==> src/hdl/mbf_pkg.sv <==
// ----------------------------------------------------------------------------
// mbf_pkg
// Types and constants shared by the metaball field evaluator.
// ----------------------------------------------------------------------------
`default_nettype none
package mbf_pkg;

	localparam int NUM_BALLS = 5;
	localparam int CNT_W     = (NUM_BALLS > 1) ? $clog2(NUM_BALLS) : 1;
	localparam int POS_W     = 24;
	localparam int QUO_W     = 40;
	localparam int DIV_W     = 50;
	localparam int DIV_CNT_W = $clog2(QUO_W);

	localparam logic [1:0] OP_LOAD  = 2'd0;
	localparam logic [1:0] OP_MOVE  = 2'd1;
	localparam logic [1:0] OP_EVAL  = 2'd2;
	localparam logic [1:0] OP_SPARE = 2'd3;

	localparam logic CFG_ROWS = 1'b0;
	localparam logic CFG_COLS = 1'b1;

	localparam logic [7:0] ROWS_RST = 8'd100;
	localparam logic [7:0] COLS_RST = 8'd133;
	localparam logic [DIV_W-1:0] EPS = DIV_W'(7) << 16;

	typedef struct packed {
		logic [1:0]       opcode;
		logic [2:0]       ball_index;
		logic [POS_W-1:0] load_x;
		logic [POS_W-1:0] load_y;
		logic signed [3:0] load_vel_x;
		logic signed [3:0] load_vel_y;
		logic [3:0]       load_radius;
		logic [15:0]      frame_time;
		logic [7:0]       cell_row;
		logic [7:0]       cell_col;
	} in_word_t;

	typedef struct packed {
		logic [31:0] field_value;
		logic [1:0]  op_done;
	} out_word_t;

	typedef struct packed {
		logic [POS_W-1:0] x;
		logic [POS_W-1:0] y;
		logic [3:0]       vx;
		logic [3:0]       vy;
		logic [3:0]       r;
	} ball_t;

endpackage
`default_nettype wire

==> src/hdl/mbf_cell.sv <==
// ----------------------------------------------------------------------------
// mbf_cell
// One ball store of the ring; takes a load or its neighbour's ball.
// ----------------------------------------------------------------------------
`default_nettype none
module mbf_cell (
	input  wire logic          clk,
	input  wire logic          arst_n,
	input  wire logic          ld,
	input  wire mbf_pkg::ball_t ld_ball,
	input  wire logic          shift,
	input  wire mbf_pkg::ball_t nxt_ball,
	output mbf_pkg::ball_t     ball
);
	mbf_pkg::ball_t ball_q;

	always_ff @(posedge clk or negedge arst_n) begin
		if (!arst_n) begin
			ball_q <= '0;
		end else if (ld) begin
			ball_q <= ld_ball;
		end else if (shift) begin
			ball_q <= nxt_ball;
		end
	end

	assign ball = ball_q;
endmodule
`default_nettype wire

==> src/hdl/mbf_mover.sv <==
// ----------------------------------------------------------------------------
// mbf_mover
// Bounce and move one ball by a frame time.
// ----------------------------------------------------------------------------
`default_nettype none
module mbf_mover (
	input  wire mbf_pkg::ball_t ball_in,
	input  wire logic [7:0]     rows_lim,
	input  wire logic [7:0]     cols_lim,
	input  wire logic [15:0]    dt,
	output mbf_pkg::ball_t      ball_out
);
	function automatic logic [27:0] axis(input logic [23:0] p, input logic [3:0] v,
			input logic [3:0] r, input logic [7:0] lim, input logic [15:0] t);
		logic signed [8:0]  hi_c;
		logic signed [25:0] hi;
		logic signed [25:0] ps;
		logic [3:0]         nv;
		logic signed [20:0] step;
		logic signed [25:0] np;
		logic [23:0]        res;
		hi_c = $signed({1'b0, lim}) - $signed({5'b0, r});
		hi   = 26'(hi_c) <<< 16;
		ps   = $signed({2'b0, p});
		nv   = ((p <= {4'b0, r, 16'b0}) || (ps >= hi)) ? 4'(-v) : v;
		step = $signed(nv) * $signed({1'b0, t});
		np   = ps + 26'(step);
		if (np < 0) res = '0;
		else if (np > 26'sh0FFFFFF) res = 24'hFFFFFF;
		else res = np[23:0];
		return {res, nv};
	endfunction

	logic [27:0] ax, ay;

	always_comb begin
		ax = axis(ball_in.x, ball_in.vx, ball_in.r, cols_lim, dt);
		ay = axis(ball_in.y, ball_in.vy, ball_in.r, rows_lim, dt);
		ball_out    = ball_in;
		ball_out.x  = ax[27:4];
		ball_out.vx = ax[3:0];
		ball_out.y  = ay[27:4];
		ball_out.vy = ay[3:0];
	end
endmodule
`default_nettype wire

==> src/hdl/mbf_term.sv <==
// ----------------------------------------------------------------------------
// mbf_term
// Field term of one ball: r^2 / (dx^2 + dy^2 + eps), one quotient bit a cycle.
// ----------------------------------------------------------------------------
`default_nettype none
module mbf_term (
	input  wire logic           clk,
	input  wire logic           arst_n,
	input  wire logic           start,
	input  wire mbf_pkg::ball_t ball,
	input  wire logic [7:0]     row,
	input  wire logic [7:0]     col,
	output logic                done,
	output logic [mbf_pkg::QUO_W-1:0] quo
);
	typedef enum logic [3:0] {
		T_IDLE = 4'b0001,
		T_SQ   = 4'b0010,
		T_SUM  = 4'b0100,
		T_DIV  = 4'b1000
	} tstate_t;

	tstate_t tstate_q;
	logic [23:0] adx_q, ady_q;
	logic [7:0]  r2_q;
	logic [47:0] dx2_q, dy2_q;
	logic [mbf_pkg::DIV_W-1:0] d_q;
	logic [mbf_pkg::DIV_W:0]   rem_q;
	logic [mbf_pkg::QUO_W-1:0] quo_q;
	logic [mbf_pkg::DIV_CNT_W-1:0] cnt_q;
	logic done_q;
	logic signed [24:0] dx, dy;
	logic [mbf_pkg::DIV_W+1:0] sh;
	logic [mbf_pkg::DIV_W+1:0] diff;

	always_comb begin
		dx   = $signed({1'b0, col, 16'b0}) - $signed({1'b0, ball.x});
		dy   = $signed({1'b0, row, 16'b0}) - $signed({1'b0, ball.y});
		sh   = {rem_q, 1'b0};
		diff = sh - {2'b0, d_q};
	end

	always_ff @(posedge clk or negedge arst_n) begin
		if (!arst_n) begin
			tstate_q <= T_IDLE;
			done_q   <= 1'b0;
			cnt_q    <= '0;
		end else begin
			done_q <= 1'b0;
			unique case (tstate_q)
				T_IDLE: if (start) tstate_q <= T_SQ;
				T_SQ:   tstate_q <= T_SUM;
				T_SUM: begin
					tstate_q <= T_DIV;
					cnt_q    <= '0;
				end
				T_DIV: begin
					cnt_q <= cnt_q + 1'b1;
					if (cnt_q == mbf_pkg::DIV_CNT_W'(mbf_pkg::QUO_W - 1)) begin
						tstate_q <= T_IDLE;
						done_q   <= 1'b1;
					end
				end
				default: tstate_q <= T_IDLE;
			endcase
		end
	end

	always_ff @(posedge clk) begin
		if (tstate_q == T_IDLE && start) begin
			adx_q <= dx[24] ? 24'(-dx) : dx[23:0];
			ady_q <= dy[24] ? 24'(-dy) : dy[23:0];
			r2_q  <= 8'(ball.r * ball.r);
		end
		if (tstate_q == T_SQ) begin
			dx2_q <= adx_q * adx_q;
			dy2_q <= ady_q * ady_q;
		end
		if (tstate_q == T_SUM) begin
			d_q   <= {2'b0, dx2_q} + {2'b0, dy2_q} + mbf_pkg::EPS;
			rem_q <= (mbf_pkg::DIV_W+1)'({r2_q, 8'b0});
			quo_q <= '0;
		end
		if (tstate_q == T_DIV) begin
			if (!diff[mbf_pkg::DIV_W+1]) begin
				rem_q <= diff[mbf_pkg::DIV_W:0];
				quo_q <= {quo_q[mbf_pkg::QUO_W-2:0], 1'b1};
			end else begin
				rem_q <= sh[mbf_pkg::DIV_W:0];
				quo_q <= {quo_q[mbf_pkg::QUO_W-2:0], 1'b0};
			end
		end
	end

	assign done = done_q;
	assign quo  = quo_q;
endmodule
`default_nettype wire

==> src/hdl/metaball_field_evaluator.sv <==
// ----------------------------------------------------------------------------
// metaball_field_evaluator
// Ball ring with a shared mover and a shared bit-serial field divider.
// ----------------------------------------------------------------------------
// A load or an unused opcode answers in the cycle after it is taken. A
// frame advance rotates the ball ring once before it answers. A field
// query works the balls in turn, each with one start, one square, one
// sum, a 40-bit restoring division in the shared divider and one
// handover. One word is worked on at a time; the next is taken once the
// result has been handed on.
`default_nettype none
module metaball_field_evaluator (
	input  wire logic               clk,
	input  wire logic               arst_n,
	input  wire logic               in_valid,
	output logic                    in_stall,
	input  wire mbf_pkg::in_word_t  in_word,
	output logic                    out_valid,
	input  wire logic               out_stall,
	output mbf_pkg::out_word_t      out_word,
	input  wire logic               cfg_valid,
	output logic                    cfg_ready,
	input  wire logic               cfg_index,
	input  wire logic [7:0]         cfg_data
);
	typedef enum logic [3:0] {
		S_IDLE = 4'b0001,
		S_ADV  = 4'b0010,
		S_FLD  = 4'b0100,
		S_WAIT = 4'b1000
	} state_t;

	state_t state_q;
	mbf_pkg::in_word_t word_q;
	logic [7:0] rows_q, cols_q;
	logic [mbf_pkg::CNT_W-1:0] cnt_q;
	logic [31:0] acc_q;
	logic out_valid_q;
	mbf_pkg::out_word_t out_q;

	mbf_pkg::ball_t cells[mbf_pkg::NUM_BALLS];
	mbf_pkg::ball_t moved, tail_in, ld_ball;
	logic shift, accept, ld_any, t_done, last;
	logic [mbf_pkg::QUO_W-1:0] quo;
	logic [32:0] sum;
	logic [31:0] acc_n;

	assign in_stall  = (state_q != S_IDLE) || out_valid_q;
	assign accept    = in_valid && !in_stall;
	assign cfg_ready = 1'b1;
	assign last      = (cnt_q == mbf_pkg::CNT_W'(mbf_pkg::NUM_BALLS - 1));
	assign shift     = (state_q == S_ADV) || t_done;
	assign tail_in   = (state_q == S_ADV) ? moved : cells[0];
	assign ld_any    = accept && (in_word.opcode == mbf_pkg::OP_LOAD);

	always_comb begin
		ld_ball.x  = in_word.load_x;
		ld_ball.y  = in_word.load_y;
		ld_ball.vx = in_word.load_vel_x;
		ld_ball.vy = in_word.load_vel_y;
		ld_ball.r  = in_word.load_radius;
		sum   = {1'b0, acc_q} + {1'b0, quo[31:0]};
		acc_n = (sum[32] || (quo[mbf_pkg::QUO_W-1:32] != '0)) ? '1 : sum[31:0];
	end

	for (genvar k = 0; k < mbf_pkg::NUM_BALLS; k++) begin : g_cell
		if (k == mbf_pkg::NUM_BALLS - 1) begin : g_tail
			mbf_cell u_cell (.clk, .arst_n,
				.ld(ld_any && (32'(in_word.ball_index) == k)), .ld_ball,
				.shift, .nxt_ball(tail_in), .ball(cells[k]));
		end else begin : g_mid
			mbf_cell u_cell (.clk, .arst_n,
				.ld(ld_any && (32'(in_word.ball_index) == k)), .ld_ball,
				.shift, .nxt_ball(cells[k+1]), .ball(cells[k]));
		end
	end

	mbf_mover u_mover (.ball_in(cells[0]), .rows_lim(rows_q), .cols_lim(cols_q),
		.dt(word_q.frame_time), .ball_out(moved));

	mbf_term u_term (.clk, .arst_n, .start(state_q == S_FLD), .ball(cells[0]),
		.row(word_q.cell_row), .col(word_q.cell_col), .done(t_done), .quo);

	always_ff @(posedge clk or negedge arst_n) begin
		if (!arst_n) begin
			state_q     <= S_IDLE;
			rows_q      <= mbf_pkg::ROWS_RST;
			cols_q      <= mbf_pkg::COLS_RST;
			cnt_q       <= '0;
			out_valid_q <= 1'b0;
		end else begin
			if (cfg_valid && cfg_ready) begin
				unique case (cfg_index)
					mbf_pkg::CFG_ROWS: rows_q <= cfg_data;
					mbf_pkg::CFG_COLS: cols_q <= cfg_data;
					default: ;
				endcase
			end
			if (out_valid_q && !out_stall) out_valid_q <= 1'b0;
			unique case (state_q)
				S_IDLE: begin
					cnt_q <= '0;
					if (accept) begin
						if (in_word.opcode == mbf_pkg::OP_MOVE) state_q <= S_ADV;
						else if (in_word.opcode == mbf_pkg::OP_EVAL) state_q <= S_FLD;
						else out_valid_q <= 1'b1;
					end
				end
				S_ADV: begin
					if (last) begin
						state_q     <= S_IDLE;
						cnt_q       <= '0;
						out_valid_q <= 1'b1;
					end else begin
						cnt_q <= cnt_q + 1'b1;
					end
				end
				S_FLD: state_q <= S_WAIT;
				S_WAIT: begin
					if (t_done) begin
						if (last) begin
							state_q     <= S_IDLE;
							cnt_q       <= '0;
							out_valid_q <= 1'b1;
						end else begin
							state_q <= S_FLD;
							cnt_q   <= cnt_q + 1'b1;
						end
					end
				end
				default: state_q <= S_IDLE;
			endcase
		end
	end

	always_ff @(posedge clk) begin
		if (accept) begin
			word_q <= in_word;
			acc_q  <= '0;
			out_q.field_value <= '0;
			out_q.op_done     <= in_word.opcode;
		end
		if (t_done) begin
			acc_q <= acc_n;
			if (last) out_q.field_value <= acc_n;
		end
	end

	assign out_valid = out_valid_q;
	assign out_word  = out_q;

	a_busy_stall: assert property (@(posedge clk) disable iff (!arst_n)
		(state_q != S_IDLE) |-> (in_stall && !out_valid))
		else $error("busy without stall");
	a_done_wait: assert property (@(posedge clk) disable iff (!arst_n)
		t_done |-> (state_q == S_WAIT))
		else $error("divider finished outside wait");
	a_cnt_range: assert property (@(posedge clk) disable iff (!arst_n)
		cnt_q <= mbf_pkg::CNT_W'(mbf_pkg::NUM_BALLS - 1))
		else $error("ball count out of range");
	a_start_out: assert property (@(posedge clk) disable iff (!arst_n)
		(state_q == S_FLD) |=> (state_q == S_WAIT))
		else $error("field start lost");
endmodule
`default_nettype wire
==> config.mk <==
export PLATFORM = sky130hd
export DESIGN_NAME = metaball_field_evaluator
export DESIGN_NICKNAME = d
export VERILOG_FILES = /design/src/hdl/mbf_pkg.sv /design/src/hdl/mbf_cell.sv /design/src/hdl/mbf_mover.sv /design/src/hdl/mbf_term.sv /design/src/hdl/metaball_field_evaluator.sv
export SDC_FILE = /design/constraint.sdc
export NUM_CORES = 2
export LEC_CHECK = 0
export BUFFER_PORTS_ARGS = -buffer_cell sky130_fd_sc_hd__buf_2
export CAP_MARGIN = 0
export CORE_ASPECT_RATIO = 0.7
export CORE_MARGIN = 2
export CORE_UTILIZATION = 45
export DETAILED_ROUTE_END_ITERATION = 12
export HOLD_SLACK_MARGIN = 0.1
export PLACE_DENSITY_LB_ADDON = 0.05
export REMOVE_ABC_BUFFERS = 1
export SYNTH_ARGS = -nofsm -noshare
export SYNTH_HDL_FRONTEND = slang
export SYNTH_HIERARCHICAL = 1
export SYNTH_SLANG_ARGS = --single-unit
==> constraint.sdc <==
create_clock -name clk -period 12.55 [get_ports clk]
set_input_delay 1.8825 -clock clk [delete_from_list [all_inputs] [get_ports clk]]
set_output_delay 1.8825 -clock clk [all_outputs]
set_load 0.01 [all_outputs]
==> flow_summary.yaml <==
detailed_routing:
  drc: 0
  first_iter_violations: 3965
  via_per_inst: 5.28
  wirelength_mm: 218
  vias: 58400
  first_pass_iters: 6
  ant_nets: 0
  wl_per_cell_um: 19.7
cells_and_area:
  final_common_cell: "inv_1"
  drive_gt1_share_pct: 6.57
  final_cells: 11000
  n_fill_cell: 17200
  nets: 10300
  regArea_um2: 19700
  layout_common_cells: "1540 x inv_1, 944 x fa_1, 942 x nand2_1"
  multi_input_area_um2: 54300
  area_growth_pct: 6.90
clock_tree:
  clock_sinks: 723
  cts_tree: "built"
  htreeDepth: 3
  path_clk_slew_ns: 0.06
  ctsHoldBuffers: 0
  ctsRootBufferMaster: "clkbuf_16"
  cts_max_path_buffers: 3
  post_cts_buffers: 0
  post_cts_resized: 0
  cts_buffers: 84
  insertion_delay_ns: 0.72
die:
  rows: 130
  dieArea_um2: 185000
  core_um2: 180000
  initial_utilization_pct: 45.4
  die_height_um: 360
  die-width_um: 513
  io_pins: 148
global_route:
  grt_pass1_vias: 60100
  grt_max_degree: 99
  grt_pass1_wl_mm: 348
  antenna_found_initial: 26
  grt_overflow_total: 0
  grt_usage_pct: 23.9
critical_path:
  endpoint: "g_cell[4].g_tail.u_cell/ball[23]$_DFFE_PN0P_"
  arrival_ns: 9.69
  startpoint_type: "flip-flop"
  r2r_slack_ns: 3.49
  crit_required_ns: 13.19
  rr_endpoint: "g_cell[4].g_tail.u_cell/ball[23]$_DFFE_PN0P_"
  cp-end-kind: "flip-flop"
  path_class: "flip-flop to flip-flop"
  path_max_fanout: 19
  reg2reg_from: "g_cell[0].g_mid.u_cell/ball[1]$_DFFE_PN0P_"
  cpPeakStageDelay_ns: 0.90
  cp-startpoint: "g_cell[0].g_mid.u_cell/ball[1]$_DFFE_PN0P_"
  rr_worst_depth: 33
  cp.depth: 33
  cp_slowest_cell: "a21oi_2"
  crit_family: "compound AO/OA/AOI/OAI gates"
  cp_num_buf_inv: 4
sta:
  max-slew-margin-rel_pct: 16.6
  post-route-min-period_ns: 9.06
  setup_viol: 0
  rsz0062_at_grt: "no"
  tightest_slew_ns: 1.25
  finalCritPeriodShare_pct: 72.2
  clock_skew_ns: 0.0625
  slew_violations: 0
  fmax_mhz: 110
  hold_viol_final: 0
logic_synthesis:
  synth_cell_types: 105
  syn_area_per_cell_um2: 9.47
  synth_seq_cells: 723
  synth_warnings: 6
  synth_area_um2: 81600
  synth_edf_count: 356
  synth_flop_cell: "edfxtp_1"
  syn-instance-count: 8622
  yosysTopAreaCell: "fa_1"
  synthTopCellsByArea: "fa_1 23%, edfxtp_1 13%, ha_1 11%, dfrtp_1 10%, inv_1 7.1%"
  synth.yosys.seq_area_share_pct: 24.2
  yosysTopAreaCellShare_pct: 23.1
  synthArstFlopShare_pct: 46.3
placement:
  port_buffers: 146
  dp.cells: 10900
  place_congestion: 0.877
  hpwl_mm: 166
worst_hold_path:
  holdCritPathClass: "flip-flop to flip-flop"
run_status:
  outcome: "completed"
run:
  drv_cap: 0
-- registers in the layout, summed over array words and instances (netlist names), 7 cells and up --
name,cells
g_cell.g_mid.u_cell/ball,240
g_cell.g_tail.u_cell/ball,60
u_term/rem_q,51
u_term/d_q,50
u_term/dx2_q,47
u_term/dy2_q,47
u_term/quo,40
out_word,34
acc_q,32
word_q,32
u_term/adx_q,24
u_term/ady_q,24
cols_q,8
rows_q,8
u_term/r2_q,7
-- synthesized netlist by cell type (all sizes together) (126+ instances only) --
cell,count
clkbuf,230
buf,135
fa,944
dfrtp,327
a21oi,387
a21o,149
mux2i,334
ha,696
edfxtp,356
inv,1543
nor2b,126
nand2,942
and2,331
o21ai,521
nor2,286
xnor2,226
-- layout make-up --
class / instances / share of cell area, %
clock buffer: 111 / 2.75
multi-input combinational: 5991 / 62.2
inverter: 1543 / 6.64
antenna: 14 / 0.0401
timing repair buffer: 246 / 1.71
sequential: 723 / 22.6
clock inverter: 42 / 0.670
tap: 2376 / 3.41
-- worst min-delay path by stage --
stage | depth (start not counted) | to | slack, ns | start
2_1_floorplan | 1 | u_term/cnt_q[5]$_DFFE_PN0P_ | 0.46 | u_term/cnt_q[5]$_DFFE_PN0P_
3_3_place_gp | 2 | out_word[2]$_DFF_P_ | 0.43 | out_word[2]$_DFF_P_
3_5_place_dp | 2 | out_word[6]$_DFF_P_ | 0.44 | out_word[6]$_DFF_P_
4_1_cts | 2 | out_word[6]$_DFF_P_ | 0.45 | out_word[6]$_DFF_P_
5_1_grt | 2 | out_word[18]$_DFF_P_ | 0.48 | out_word[18]$_DFF_P_
6_report | 2 | out_word[2]$_DFF_P_ | 0.45 | out_word[2]$_DFF_P_
-- cells by family (layout without fill, tap and decap cells) --
family          Yosys count  in the layout  synth area share, %
mux                     431            431                 5.44
flops                   723            723                 24.2
other cells               2             16              0.00920
fa+ha+maj              1640           1640                 33.8
xor+xnor                348            348                 3.73
buf+inv                1908           1942                 9.46
compound gates         1439           1439                 10.8
simple gates           2131           2131                 12.6
-- worst reg2reg max path: cells and delay by family (launching register included) --
family          cells  cell delay [ns]
xor+xnor            1             0.16
simple gates        9             1.38
buf+inv             4             0.64
mux                 3             0.65
flops               1             0.58
compound gates     10             2.86
fa+ha+maj           6             2.67
-- layer usage --
layer / track usage [%] / up-vias / wire [um]
met5: 0 / - / 0
li1: - / 28000 / -
met3: 3.55 / 215 / 10800
met4: 5.38 / 0 / 4410
met1: 36.2 / 28900 / 109000
met2: 36.0 / 1242 / 93700
-- through the flow --
step           hold slack, ns  utilization, %  area, um2  setup TNS [ns]  setup WS [ns]
2_1_floorplan           0.457               -      79700         -180.41         -0.777
3_3_place_gp            0.432            46.8      84300               0           3.77
3_5_place_dp            0.438            46.8      84300               0           3.65
4_1_cts                 0.452            48.5      87200               0           3.58
5_1_grt                 0.480            48.5      87300               0           2.92
6_report                0.446            48.5      87300               0           3.49
Power is left out: the tool's default activity adds up to more than one toggle a clock period on the data nets, which glitch-free logic cannot reach.
